`src/rtl/pvg_pkg.sv`:
```
// shared types and constants of the plot vertex generator
package pvg_pkg;

  localparam int FracBitsDefault = 16;
  localparam int SampleW         = 17;
  localparam int QueueDepth      = 4;
  localparam int CfgIdxW         = 3;
  localparam int CfgDataW        = 16;

  typedef enum logic [1:0] {
    STYLE_SIMPLE = 2'd0,
    STYLE_PRE    = 2'd1,
    STYLE_POST   = 2'd2,
    STYLE_BARS   = 2'd3
  } style_t;

  typedef enum logic [CfgIdxW-1:0] {
    REG_STYLE    = 3'd0,
    REG_SHADOW   = 3'd1,
    REG_ORIGIN_X = 3'd2,
    REG_ORIGIN_Y = 3'd3,
    REG_SPAN_W   = 3'd4,
    REG_SPAN_H   = 3'd5
  } reg_idx_t;

  typedef struct packed {
    style_t             style;
    logic               shadow;
    logic signed [15:0] origin_x;
    logic signed [15:0] origin_y;
    logic [15:0]        span_w;
    logic [15:0]        span_h;
  } cfg_t;

  typedef struct packed {
    logic [SampleW-1:0] x;
    logic [SampleW-1:0] y;
    logic               has_left;
    logic [SampleW-1:0] lx;
    logic               has_next;
    logic [SampleW-1:0] nx;
    logic [SampleW-1:0] ny;
    logic               run_end;
    logic               series_end;
  } job_t;

endpackage

```
`src/rtl/pvg_queue.sv`:
```
// job queue between the sample front end and the vertex back end
module pvg_queue #(
  parameter int DEPTH = pvg_pkg::QueueDepth
) (
  input  logic          clk,
  input  logic          rst,
  input  logic          push,
  input  pvg_pkg::job_t push_job,
  output logic          full,
  input  logic          pop,
  output logic          head_valid,
  output pvg_pkg::job_t head_job
);

  localparam int PtrW = (DEPTH > 1) ? $clog2(DEPTH) : 1;
  localparam int CntW = $clog2(DEPTH + 1);

  pvg_pkg::job_t      entries [DEPTH];
  logic [PtrW-1:0]    wr_ptr;
  logic [PtrW-1:0]    rd_ptr;
  logic [CntW-1:0]    count;

  assign full       = (count == CntW'(DEPTH));
  assign head_valid = (count != '0);
  assign head_job   = entries[rd_ptr];

  always_ff @(posedge clk) begin
    if (push) begin
      entries[wr_ptr] <= push_job;
    end
  end

  always_ff @(posedge clk) begin
    if (rst) begin
      wr_ptr <= '0;
      rd_ptr <= '0;
      count  <= '0;
    end else begin
      if (push) begin
        wr_ptr <= (wr_ptr == PtrW'(DEPTH - 1)) ? '0 : wr_ptr + 1'b1;
      end
      if (pop) begin
        rd_ptr <= (rd_ptr == PtrW'(DEPTH - 1)) ? '0 : rd_ptr + 1'b1;
      end
      unique case ({push, pop})
        2'b10:   count <= count + 1'b1;
        2'b01:   count <= count - 1'b1;
        default: count <= count;
      endcase
    end
  end

  assert property (@(posedge clk) disable iff (rst) push |-> !full)
    else $error("push into full queue");
  assert property (@(posedge clk) disable iff (rst) pop |-> head_valid)
    else $error("pop from empty queue");

endmodule

```
`src/rtl/pvg_front.sv`:
```
// sample front end: neighbour history and job generation
module pvg_front (
  input  logic                        clk,
  input  logic                        rst,
  input  logic                        sample_valid,
  output logic                        sample_stall,
  input  logic [pvg_pkg::SampleW-1:0] sample_x,
  input  logic [pvg_pkg::SampleW-1:0] sample_y,
  input  logic                        last_sample,
  input  logic                        q_full,
  output logic                        q_push,
  output pvg_pkg::job_t               q_job
);

  logic [pvg_pkg::SampleW-1:0] older_x;
  logic [pvg_pkg::SampleW-1:0] prev_x;
  logic [pvg_pkg::SampleW-1:0] prev_y;
  logic                        have_prev;
  logic                        have_older;
  logic                        pend_valid;
  pvg_pkg::job_t               pend_job;
  pvg_pkg::job_t               held_job;
  pvg_pkg::job_t               cur_job;
  logic                        accept;

  assign sample_stall = pend_valid || q_full;
  assign accept       = sample_valid && !sample_stall;

  always_comb begin
    held_job            = '0;
    held_job.x          = prev_x;
    held_job.y          = prev_y;
    held_job.has_left   = have_older;
    held_job.lx         = older_x;
    held_job.has_next   = 1'b1;
    held_job.nx         = sample_x;
    held_job.ny         = sample_y;
    held_job.run_end    = !last_sample;
    held_job.series_end = 1'b0;

    cur_job             = '0;
    cur_job.x           = sample_x;
    cur_job.y           = sample_y;
    cur_job.has_left    = have_prev;
    cur_job.lx          = prev_x;
    cur_job.has_next    = 1'b0;
    cur_job.run_end     = 1'b1;
    cur_job.series_end  = 1'b1;
  end

  always_comb begin
    q_push = 1'b0;
    q_job  = pend_job;
    priority if (pend_valid) begin
      q_push = !q_full;
    end else if (accept && have_prev) begin
      q_push = 1'b1;
      q_job  = held_job;
    end else if (accept && last_sample) begin
      q_push = 1'b1;
      q_job  = cur_job;
    end
  end

  always_ff @(posedge clk) begin
    if (accept && have_prev && last_sample) begin
      pend_job <= cur_job;
    end
  end

  always_ff @(posedge clk) begin
    if (rst) begin
      older_x    <= '0;
      prev_x     <= '0;
      prev_y     <= '0;
      have_prev  <= 1'b0;
      have_older <= 1'b0;
      pend_valid <= 1'b0;
    end else begin
      if (pend_valid && !q_full) begin
        pend_valid <= 1'b0;
      end
      if (accept) begin
        if (last_sample) begin
          older_x    <= '0;
          prev_x     <= '0;
          prev_y     <= '0;
          have_prev  <= 1'b0;
          have_older <= 1'b0;
          pend_valid <= have_prev;
        end else begin
          older_x    <= prev_x;
          have_older <= have_prev;
          prev_x     <= sample_x;
          prev_y     <= sample_y;
          have_prev  <= 1'b1;
        end
      end
    end
  end

  assert property (@(posedge clk) disable iff (rst)
      accept && have_prev && last_sample |=> pend_valid)
    else $error("flush of held sample lost its second job");
  assert property (@(posedge clk) disable iff (rst)
      pend_valid |-> !have_prev && !have_older)
    else $error("history not cleared at end of series");

endmodule

```
`src/rtl/pvg_back.sv`:
```
// vertex back end: corner sequencer, scale multipliers and saturation
module pvg_back #(
  parameter int FRAC_BITS = pvg_pkg::FracBitsDefault
) (
  input  logic          clk,
  input  logic          rst,
  input  pvg_pkg::cfg_t cfg,
  input  logic          head_valid,
  input  pvg_pkg::job_t head_job,
  output logic          pop,
  output logic          vert_valid,
  input  logic          vert_stall,
  output logic [15:0]   vert_x,
  output logic [15:0]   vert_y,
  output logic          run_last,
  output logic          series_last
);

  localparam int CoordW = (FRAC_BITS + 3 > pvg_pkg::SampleW + 2) ?
                          FRAC_BITS + 3 : pvg_pkg::SampleW + 2;
  localparam int ProdW  = CoordW + 16;
  localparam int Shift  = FRAC_BITS + 2;
  localparam int MapW   = ProdW - Shift;
  localparam int SumW   = MapW + 2;
  localparam logic signed [SumW-1:0] MaxV = {{(SumW-15){1'b0}}, 15'h7fff};
  localparam logic signed [SumW-1:0] MinV = {{(SumW-15){1'b1}}, 15'h0000};

  function automatic logic [15:0] map_sat(input logic [ProdW-1:0] prod,
                                          input logic signed [15:0] org);
    logic [MapW-1:0]        mapped;
    logic signed [SumW-1:0] sum;
    mapped = prod[ProdW-1:Shift];
    sum = $signed({2'b00, mapped}) + $signed({{(SumW-16){org[15]}}, org});
    if (sum > MaxV) begin
      map_sat = 16'h7fff;
    end else if (sum < MinV) begin
      map_sat = 16'h8000;
    end else begin
      map_sat = sum[15:0];
    end
  endfunction

  logic              en;
  logic              issue;
  logic              last_vert;
  logic [2:0]        k;
  logic [2:0]        n;
  logic [CoordW-1:0] x4, y4, nx4, ny4, one4, bx0, bx1;
  logic [CoordW-1:0] vx, vy;
  logic              idx, bottom;

  logic              s1_valid, s1_run, s1_series;
  logic [CoordW-1:0] s1_x, s1_y;
  logic              s2_valid, s2_run, s2_series;
  logic [ProdW-1:0]  s2_px, s2_py;

  assign en        = !(vert_valid && vert_stall);
  assign issue     = head_valid && en;
  assign last_vert = (k == n - 3'd1);
  assign pop       = issue && last_vert;

  assign x4   = CoordW'({head_job.x, 2'b00});
  assign y4   = CoordW'({head_job.y, 2'b00});
  assign nx4  = CoordW'({head_job.nx, 2'b00});
  assign ny4  = CoordW'({head_job.ny, 2'b00});
  assign one4 = CoordW'(1) << (FRAC_BITS + 2);
  assign bx0  = head_job.has_left ?
                CoordW'({head_job.x, 1'b0}) + CoordW'(head_job.x) + CoordW'(head_job.lx) :
                x4;
  assign bx1  = head_job.has_next ?
                CoordW'({head_job.x, 1'b0}) + CoordW'(head_job.x) + CoordW'(head_job.nx) :
                x4;
  assign idx    = cfg.shadow ? k[1] : k[0];
  assign bottom = cfg.shadow && k[0];

  always_comb begin
    unique case (cfg.style)
      pvg_pkg::STYLE_SIMPLE: n = cfg.shadow ? 3'd2 : 3'd1;
      pvg_pkg::STYLE_PRE,
      pvg_pkg::STYLE_POST:   n = cfg.shadow ? (head_job.has_next ? 3'd4 : 3'd2) :
                                              (head_job.has_next ? 3'd2 : 3'd1);
      pvg_pkg::STYLE_BARS:   n = cfg.shadow ? 3'd6 : 3'd4;
      default:               n = 3'd1;
    endcase
  end

  always_comb begin
    vx = x4;
    vy = y4;
    if (cfg.style == pvg_pkg::STYLE_BARS) begin
      unique case (k)
        3'd0: begin
          vx = bx0;
          vy = one4;
        end
        3'd1: begin
          vx = bx0;
          vy = y4;
        end
        3'd2: begin
          vx = bx1;
          vy = y4;
        end
        3'd3: begin
          vx = cfg.shadow ? bx0 : bx1;
          vy = one4;
        end
        3'd4: begin
          vx = bx1;
          vy = one4;
        end
        default: begin
          vx = bx1;
          vy = y4;
        end
      endcase
    end else begin
      vx = (idx && cfg.style == pvg_pkg::STYLE_POST) ? nx4 : x4;
      vy = bottom ? one4 : ((idx && cfg.style == pvg_pkg::STYLE_PRE) ? ny4 : y4);
    end
  end

  always_ff @(posedge clk) begin
    if (rst) begin
      k <= '0;
    end else if (issue) begin
      k <= last_vert ? 3'd0 : k + 3'd1;
    end
  end

  always_ff @(posedge clk) begin
    if (rst) begin
      s1_valid   <= 1'b0;
      s2_valid   <= 1'b0;
      vert_valid <= 1'b0;
    end else if (en) begin
      s1_valid   <= issue;
      s2_valid   <= s1_valid;
      vert_valid <= s2_valid;
    end
  end

  always_ff @(posedge clk) begin
    if (en) begin
      s1_x        <= vx;
      s1_y        <= vy;
      s1_run      <= last_vert && head_job.run_end;
      s1_series   <= last_vert && head_job.run_end && head_job.series_end;
      s2_px       <= ProdW'(s1_x) * ProdW'(cfg.span_w);
      s2_py       <= ProdW'(s1_y) * ProdW'(cfg.span_h);
      s2_run      <= s1_run;
      s2_series   <= s1_series;
      vert_x      <= map_sat(s2_px, cfg.origin_x);
      vert_y      <= map_sat(s2_py, cfg.origin_y);
      run_last    <= s2_run;
      series_last <= s2_series;
    end
  end

  assert property (@(posedge clk) disable iff (rst)
      vert_valid && series_last |-> run_last)
    else $error("series end flagged away from the end of a transaction run");
  assert property (@(posedge clk) disable iff (rst)
      head_valid && !en |=> $stable(k))
    else $error("corner counter moved while the output was held");

endmodule

```
`src/rtl/plot_vertex_generator.sv`:
```
// top level of the plot vertex generator
// Each sample is turned into screen vertices, one vertex per cycle at the output
// while it is not stalled. A sample's vertices leave when the next sample arrives,
// since step and bar styles need that neighbour; the first sample of a series only
// fills the history, and the last one flushes the held sample and itself. A sample
// makes 1 or 2 vertices for simple, 1 to 4 for the step styles, 4 or 6 for bars,
// up to 12 on the flushing sample; the corner sequencer in the back end issues them,
// one vertex a cycle while the output is not stalled. The flushing sample queues
// its second job from a pending register once the queue has room. A four-entry job
// queue sits between the sample side and the vertex side, and a vertex passes the
// s1, s2 and output registers once its job reaches the head of the queue. Registers
// are read as vertices leave and should be written while the block is idle.
module plot_vertex_generator #(
  parameter int FRAC_BITS   = pvg_pkg::FracBitsDefault,
  parameter int QUEUE_DEPTH = pvg_pkg::QueueDepth
) (
  input  logic                         clk,
  input  logic                         rst,
  input  logic                         cfg_write,
  input  logic [pvg_pkg::CfgIdxW-1:0]  cfg_index,
  input  logic [pvg_pkg::CfgDataW-1:0] cfg_data,
  input  logic                         sample_valid,
  output logic                         sample_stall,
  input  logic [pvg_pkg::SampleW-1:0]  sample_x,
  input  logic [pvg_pkg::SampleW-1:0]  sample_y,
  input  logic                         last_sample,
  output logic                         vert_valid,
  input  logic                         vert_stall,
  output logic [15:0]                  vert_x,
  output logic [15:0]                  vert_y,
  output logic                         run_last,
  output logic                         series_last
);

  pvg_pkg::cfg_t cfg;
  logic          q_full;
  logic          q_push;
  pvg_pkg::job_t q_job;
  logic          q_pop;
  logic          head_valid;
  pvg_pkg::job_t head_job;

  always_ff @(posedge clk) begin
    if (rst) begin
      cfg <= '0;
    end else if (cfg_write) begin
      unique case (cfg_index)
        pvg_pkg::REG_STYLE:    cfg.style    <= pvg_pkg::style_t'(cfg_data[1:0]);
        pvg_pkg::REG_SHADOW:   cfg.shadow   <= cfg_data[0];
        pvg_pkg::REG_ORIGIN_X: cfg.origin_x <= $signed(cfg_data);
        pvg_pkg::REG_ORIGIN_Y: cfg.origin_y <= $signed(cfg_data);
        pvg_pkg::REG_SPAN_W:   cfg.span_w   <= cfg_data;
        pvg_pkg::REG_SPAN_H:   cfg.span_h   <= cfg_data;
        default:               cfg          <= cfg;
      endcase
    end
  end

  pvg_front u_front (
    .clk          (clk),
    .rst          (rst),
    .sample_valid (sample_valid),
    .sample_stall (sample_stall),
    .sample_x     (sample_x),
    .sample_y     (sample_y),
    .last_sample  (last_sample),
    .q_full       (q_full),
    .q_push       (q_push),
    .q_job        (q_job)
  );

  pvg_queue #(
    .DEPTH (QUEUE_DEPTH)
  ) u_queue (
    .clk        (clk),
    .rst        (rst),
    .push       (q_push),
    .push_job   (q_job),
    .full       (q_full),
    .pop        (q_pop),
    .head_valid (head_valid),
    .head_job   (head_job)
  );

  pvg_back #(
    .FRAC_BITS (FRAC_BITS)
  ) u_back (
    .clk         (clk),
    .rst         (rst),
    .cfg         (cfg),
    .head_valid  (head_valid),
    .head_job    (head_job),
    .pop         (q_pop),
    .vert_valid  (vert_valid),
    .vert_stall  (vert_stall),
    .vert_x      (vert_x),
    .vert_y      (vert_y),
    .run_last    (run_last),
    .series_last (series_last)
  );

endmodule
```
`config.mk`:
```
export PLATFORM = sky130hd
export DESIGN_NAME = plot_vertex_generator
export DESIGN_NICKNAME = d
export VERILOG_FILES = /design/src/rtl/pvg_pkg.sv /design/src/rtl/pvg_queue.sv /design/src/rtl/pvg_front.sv /design/src/rtl/pvg_back.sv /design/src/rtl/plot_vertex_generator.sv
export SDC_FILE = /design/constraint.sdc
export NUM_CORES = 2
export LEC_CHECK = 0
export BUFFER_PORTS_ARGS = -buffer_cell sky130_fd_sc_hd__buf_4
export CAP_MARGIN = 40
export CORE_ASPECT_RATIO = 0.7
export CORE_MARGIN = 5
export CORE_UTILIZATION = 40
export DETAILED_ROUTE_END_ITERATION = 12
export SYNTH_ARGS = -nofsm -noshare
export SYNTH_HDL_FRONTEND = slang
export SYNTH_SLANG_ARGS = --single-unit
```
`constraint.sdc`:
```
create_clock -name clk -period 19.3 [get_ports clk]
set_clock_uncertainty 0.05 [all_clocks]
set_input_delay 2.895 -clock clk [delete_from_list [all_inputs] [get_ports clk]]
set_output_delay 2.895 -clock clk [all_outputs]
set_load 0.05 [all_outputs]
```
Yosys cells after proc, flatten, opt, wreduce, memory -nomap -nowiden

Memory sizes are Yosys's and may differ from the RTL's. A register that Yosys moved wholly into a read port is not among the register bits.
Index checks and enable logic that the tools add are counted.

RAM bits: 356
Bits in read-only memories: 0
Bits in registers: 332
Latch bits: 0
Memories: 1
Bits of input ports: 59

Equality and inequality tests: 17
Add/subtract/negate cells: 11
Bitwise gates (word level): 0
Mux-type cells: 41
Shifts and indexed selects: 0
Multiply operators: 2
Divide/modulo/power cells: 0
Magnitude comparators: 4
Reduce and logical (&&, ||, !) cells: 32

Memories:

| memory          | depth | width | read ports | clocked after Yosys merged registers in | write ports | RTL line        | text |
|---|---|---|---|---|---|---|---|
| u_queue.entries | 4     | 89    | 1          | 1                                       | 1           | pvg_queue.sv:18 | `pvg_pkg::job_t entries [DEPTH];` |

Operators with widths:

| kind                                                                    | count |
|---|---|
| 89-bit 2-to-1 mux                                                       | 3 |
| 19-bit 2-to-1 mux                                                       | 9 |
| 19-bit by 16-bit multiplier with 35-bit output                          | 2 |
| 17-bit 2-to-1 mux                                                       | 3 |
| 18-bit by 16-bit adder with 19-bit output                               | 2 |
| 19-bit by 17-bit adder with 19-bit output                               | 2 |
| 19-bit by 16-bit > comparator with 1-bit output (second input constant) | 2 |
| 19-bit by 16-bit < comparator with 1-bit output (second input constant) | 2 |
| 19-bit one-hot mux with 2 select lines                                  | 1 |
| 16-bit 2-to-1 mux                                                       | 2 |
| 18-bit by 17-bit adder with 19-bit output                               | 1 |
| 2-bit 2-to-1 mux                                                        | 7 |
| 1-bit logical AND                                                       | 13 |
| 3-bit == test (second input constant)                                   | 4 |
| 2-bit AND reduction                                                     | 6 |
| 1-bit 2-to-1 mux                                                        | 11 |
| 2-bit == test (second input constant)                                   | 5 |
| 3-bit by 2-bit == test with 1-bit output (second input constant)        | 3 |
| 3-bit 2-to-1 mux                                                        | 3 |
| 3-bit one-hot mux with 3 select lines                                   | 1 |
| 3-bit by 1-bit adder with 3-bit output (second input constant)          | 2 |
| 3-bit by 1-bit == test with 1-bit output (second input constant)        | 2 |
| 3-bit logical NOT                                                       | 2 |
| 3-bit one-hot mux with 2 select lines                                   | 1 |
| other kinds (11)                                                        | 18 |

Longest topological paths before layout

Word-level depth: 10
Gate-level depth with buffers: 24
Mapped depth without buffers: 23

Modules after synthesis

From an unflattened synthesis, not the netlist that was laid out.

Cell total of the unflattened synthesis: 4132
Area total of the unflattened synthesis: 47409.2 µm²

Modules (own cells, without submodules):

| module                | times used | area each (µm²) | sequential area each (µm²) | cells each |
|---|---|---|---|---|
| pvg_back              | 1          | 26380.3         | 3363.2                     | 2855 |
| pvg_queue             | 1          | 13266.5         | 10870.4                    | 513 |
| pvg_front             | 1          | 5068.6          | 2642.5                     | 523 |
| plot_vertex_generator | 1          | 2693.8          | 1341.3                     | 241 |

Worst setup path before layout

OpenSTA, ideal clock, no wires.

Path kind: input to register
Start: input vert_stall
End: register u_queue.count[2]
Path slack: 11671 ps
Cell stages on the path: 9
Buffers on the path: 0
Data arrival time: 7509 ps
Cells stage by stage: nand2_1 o31ai_1 nor2_1 ha_1 inv_1 fa_1 xor2_1 or3_1 a21oi_1

Longest elaborated chain between the ends: 6
Elaborated cells between the ends (all ways): 8
Those cells by class: eq/ne (2); mux (1); reduce/logical (5)

Ends and longest elaborated chain:

| what                                                                               | RTL line                    | text |
|---|---|---|
| start: declaration                                                                 | plot_vertex_generator.sv:28 | `input logic vert_stall,` |
| 1-bit logical AND (*)                                                              | pvg_back.sv:57              | `assign en = !(vert_valid && vert_stall);` |
| 1-bit logical NOT (*)                                                              | pvg_back.sv:57              |  |
| 1-bit logical AND (*)                                                              | pvg_back.sv:58              | `assign issue = head_valid && en;` |
| 1-bit logical AND (*)                                                              | pvg_back.sv:60              | `assign pop = issue && last_vert;` |
| net q_pop                                                                          | plot_vertex_generator.sv:39 | `logic q_pop;` |
| 2-bit by 1-bit == test with 1-bit output / 2-bit == test (equally long branches)   | pvg_queue.sv:45             | `unique case ({push, pop})` |
| 3-bit one-hot mux with 2 select lines / 2-bit nonzero test (equally long branches) | n/a                         |  |
| end signal: assignment                                                             | pvg_queue.sv:46             | `2'b10: count <= count + 1'b1;` |
| end signal: assignment                                                             | pvg_queue.sv:47             | `2'b01: count <= count - 1'b1;` |
| end signal: assignment                                                             | pvg_queue.sv:48             | `default: count <= count;` |
| end: declaration                                                                   | pvg_queue.sv:21             | `logic [CntW-1:0] count;` |

Mark *: on every way through the listed nets, which the timed path passes. The rest lies on a longest branch.
A chain may end at the register's enable or synchronous reset.

Worst setup path after layout

Start: register, netlist name cfg[17]
End: register u_back.s2_px[29] (data pin)

Longest elaborated chain between the ends: 1

Ends and longest elaborated chain:

| what                                           | RTL line        | text |
|---|---|---|
| 19-bit by 16-bit multiplier with 35-bit output | pvg_back.sv:149 | `s2_px <= ProdW'(s1_x) * ProdW'(cfg.span_w);` |
| end signal: assignment                         | pvg_back.sv:149 |  |
| end: declaration                               | pvg_back.sv:55  | `logic [ProdW-1:0] s2_px, s2_py;` |

No other way between the ends.

==> results.md <==
- Status: completed
- Dpl cells: 5,858
- Synth Area in Simple Gates: 12.72%
- Vias: 31,650
- Initial core utilization: 40.10%
- Pint: 3.871 mW
- Mapped Area: 47,660 µm²
- Post-DP HPWL: 84,860 µm
- Tmin final: 7.003 ns
- # resized after CTS: 0
- Hold Crit Class: flip-flop to flip-flop
- First-pass GRT wire length: 189,500 µm
- GRT Total Usage: 19.09%
- RSZ-0062 raised after global routing: false
- Core Footprint: 118,800 µm²
- Cell taking the most area after synthesis: edfxtp_1
- Clock Tree Root: clkbuf_16
- Number of synthesized register bits: 652
- Fin. max-slew vios: 0
- XOR/XNOR Fraction of Synth Area: 1.872%
- R2r setup slk: 12.30 ns
- Final wirelength: 119,400 µm
- Die height: 298.8 µm
- Setup violations, final: 0
- Chip width: 422.6 µm
- Port Buffer Count: 94
- Avg WL per Cell: 19.95 µm
- Cell row count: 106
- Share of layout cells above drive strength 1: 8.830%
- Fin Setup TNS: 0 ns
- DRC: 0
- Clk_lat worst skew: 0.67 ns
- Worst Setup End Kind: flip-flop
- Leading cell types by total area after synthesis: edfxtp_1, fa_1, ha_1
- Crit share post-route: 36.29%
- Global route total overflow: 0
- Crit path DAT: 7.35 ns
- Slew HR: 37.94%
- Worst-Margin Slew: 0.9296 ns
- Final hold vios: 0
- Post-Synth Adder-Cell Area: 26.96%
- Peak fanout along the critical path: 19
- Number of flops mapped to enable cells by yosys: 516
- Prevailing post-synth register cell: edfxtp_1
- Fin nets: 5,180
- Clock share of power: 20.4%
- Combinational power share: 49.0%
- CTS tree: built
- Total power density per cell area: 127.5 nW/µm²
- Sequential power share: 30.6%
- Share of flip-flops with an asynchronous set or reset: 0%
- Area Growth Syn to Fin: 9.693%
- Seq/Total Area, Yosys: 38.23%
- Compound-cell area share of the yosys netlist: 8.753%
- # IOs: 95
- Hold buffers post-CTS: 0
- Vias/cell: 5.289
- Sw power: 2.792 mW
- Post-route ant nets: 0
- GPL Wtd Cong: 0.8610
- Synth warnings: 0
- Vias in the first global route: 32,130
- Largest net degree at the start of global routing: 82
- Num CTS Buffers: 68
- Max Freq: 142.8 MHz
- Fillers: 11,070
- First-pass iteration count of the detailed router: 7
- Mux contribution to synthesized area: 5.387%
- Initial antenna violation count: 2
- Clock Pin Slew Worst Setup and Hold Paths: 0.08 ns
- Syn Nets: 5,179
- Sw Share: 41.90%
- Synth unique cells: 76
- Worst vdd ir: 0.1141 mV
- 1st-iter DRT viols: 2,772
- Clock sink count: 652
- Max Cap Viol: 0
- Critical path class: flip-flop to flip-flop
- Type of origin of the critical path: flip-flop
- Post-CTS Setup Bufs: 0
- Pleak: 22.05 nW
- Syn avg cell area: 10.93 µm²
- WP data required: 19.65 ns
- Syn Inst Count: 4,362
- Die ar.: 126,300 µm²
- Share of the synthesized area in the top cell type: 32.51%
- Clock Path Buffers: 3
- H-tree levels: 3
- Largest family of logic cells by synthesized area: adder cells
- Post-Layout Cell Count: 5,984
## layout by cell type (no fill, tap or decap), drive strengths merged, types with 41 or more instances in the layout
master,count
a21o,45
a21oi,284
and2,276
and3,51
buf,144
clkbuf,89
dfxtp,136
edfxtp,516
fa,448
ha,310
inv,553
mux2i,54
mux4,89
nand2,611
nand3b,56
nor2,136
o21ai,134
o22ai,91
xnor2,60
xor2,41
## area by class of cell
cell class | instances | area [µm²] | area share [%]
well taps | 1566 | 1959 | 3.748
flip-flops and latches | 652 | 18230 | 34.86
diodes | 1 | 2.502 | 0.004787
clock inverters | 35 | 409.1 | 0.7827
multi-input cells | 2948 | 26590 | 50.86
repair buffers | 144 | 1140 | 2.180
clock buffers | 89 | 1894 | 3.624
inverters | 549 | 2061 | 3.942
## per-stage QoR
step | util (%) | power [mW] | hold slack (ns) | area, µm² | setup WS [ns]
5_1_grt | 43.99 | 7.137 | 0.3898 | 52270 | 11.95
2_1_floorplan | - | 4.421 | 0.3503 | 47660 | 11.67
3_5_place_dp | 42.04 | 5.293 | 0.3610 | 49960 | 12.31
3_3_place_gp | 41.93 | 5.242 | 0.3658 | 49820 | 12.40
6_report | 43.99 | 6.663 | 0.3718 | 52280 | 12.30
4_1_cts | 43.98 | 6.672 | 0.3752 | 52260 | 12.31
## critical path, cell delays in order (launching register included)
cell and delay [ns]:
dfxtp_1 0.89, nand2_1 0.20, fa_1 0.55, fa_1 0.52, fa_1 0.53, inv_1 0.06
fa_1 0.45, fa_1 0.57, inv_1 0.07, fa_1 0.48, inv_1 0.04, ha_1 0.17
or3_1 0.36, a221oi_1 0.19, o21ai_0 0.16, a31o_2 0.29, a211oi_2 0.22, o21ai_1 0.14
nor3b_1 0.17, mux2i_1 0.12, or4_1 0.51
## path summary, 6_finish.rpt
check,startpoint,endpoint,cells after the start
worst max-delay path,cfg[17],u_back.s2_px[29],20
worst min register to register,u_back.s1_run,u_back.s2_run,0
worst max register to register,cfg[17],u_back.s2_px[29],20
worst min-delay path,u_back.s1_run,u_back.s2_run,0
## power groups by stage
stage | combinational [mW] | sequential, mW | clock, mW
global placement | 3.18 | 2.06 | 0
detailed placement | 3.22 | 2.07 | 0
CTS | 3.24 | 2.04 | 1.39
floorplan | 2.42 | 2.00 | 0
global route | 3.62 | 2.07 | 1.45
finish | 3.26 | 2.04 | 1.36
## cell families after synthesis
| logic type | count (synthesis) |
|---|---|
| adders and majority gates | 758 |
| muxes | 145 |
| buffers and inverters | 762 |
| DFF | 652 |
| and+or+nand+nor | 1261 |
| AOI/OAI and AO/OA | 683 |
| xor gates and xnor gates | 101 |
## per-layer routing
layer	up-vias	wire, µm	global-route usage, %	share of wire, %
met1	15790	59020	30.11	49
li1	14720	-	-	-
met3	109	10560	4.907	8.8
met2	1037	48070	26.45	40
met4	0	1714	3.435	1.4
met5	-	0	0	0
## state kept, by name, indices dropped and copies added (netlist names), 2 cells and up, named ones only
signal	flops
cfg	67
u_back.k	3
u_back.s1_x	19
u_back.s1_y	17
u_back.s2_px	17
u_back.s2_py	17
u_back.vert_x	16
u_back.vert_y	16
u_front.older_x	17
u_front.pend_job	52
u_front.prev_x	17
u_front.prev_y	17
u_queue.count	3
u_queue.entries	356
u_queue.rd_ptr	2
u_queue.wr_ptr	2
## cells in the mapped netlist (all sizes together) (5+ instances only)
| cell type | n |
|---|---|
| nand3 | 26 |
| o22ai | 91 |
| edfxtp | 516 |
| a211o | 6 |
| mux4 | 89 |
| o211ai | 5 |
| nor3b | 6 |
| o21bai | 16 |
| xnor2 | 60 |
| nor3 | 23 |
| a22oi | 5 |
| clkbuf | 187 |
| inv | 548 |
| xor2 | 41 |
| o31ai | 7 |
| and2 | 276 |
| a21oi | 284 |
| o21a | 16 |
| ha | 310 |
| and3 | 51 |
| or2 | 7 |
| nand2 | 611 |
| fa | 448 |
| nand4 | 12 |
| nor2 | 136 |
| a21o | 45 |
| buf | 26 |
| a211oi | 18 |
| or3 | 12 |
| a31oi | 19 |
| o21ai | 134 |
| nand3b | 56 |
| nand2b | 16 |
| mux2i | 54 |
| nor2b | 19 |
| dfxtp | 136 |
No activity file was read; power rests on OpenSTA's default activity.
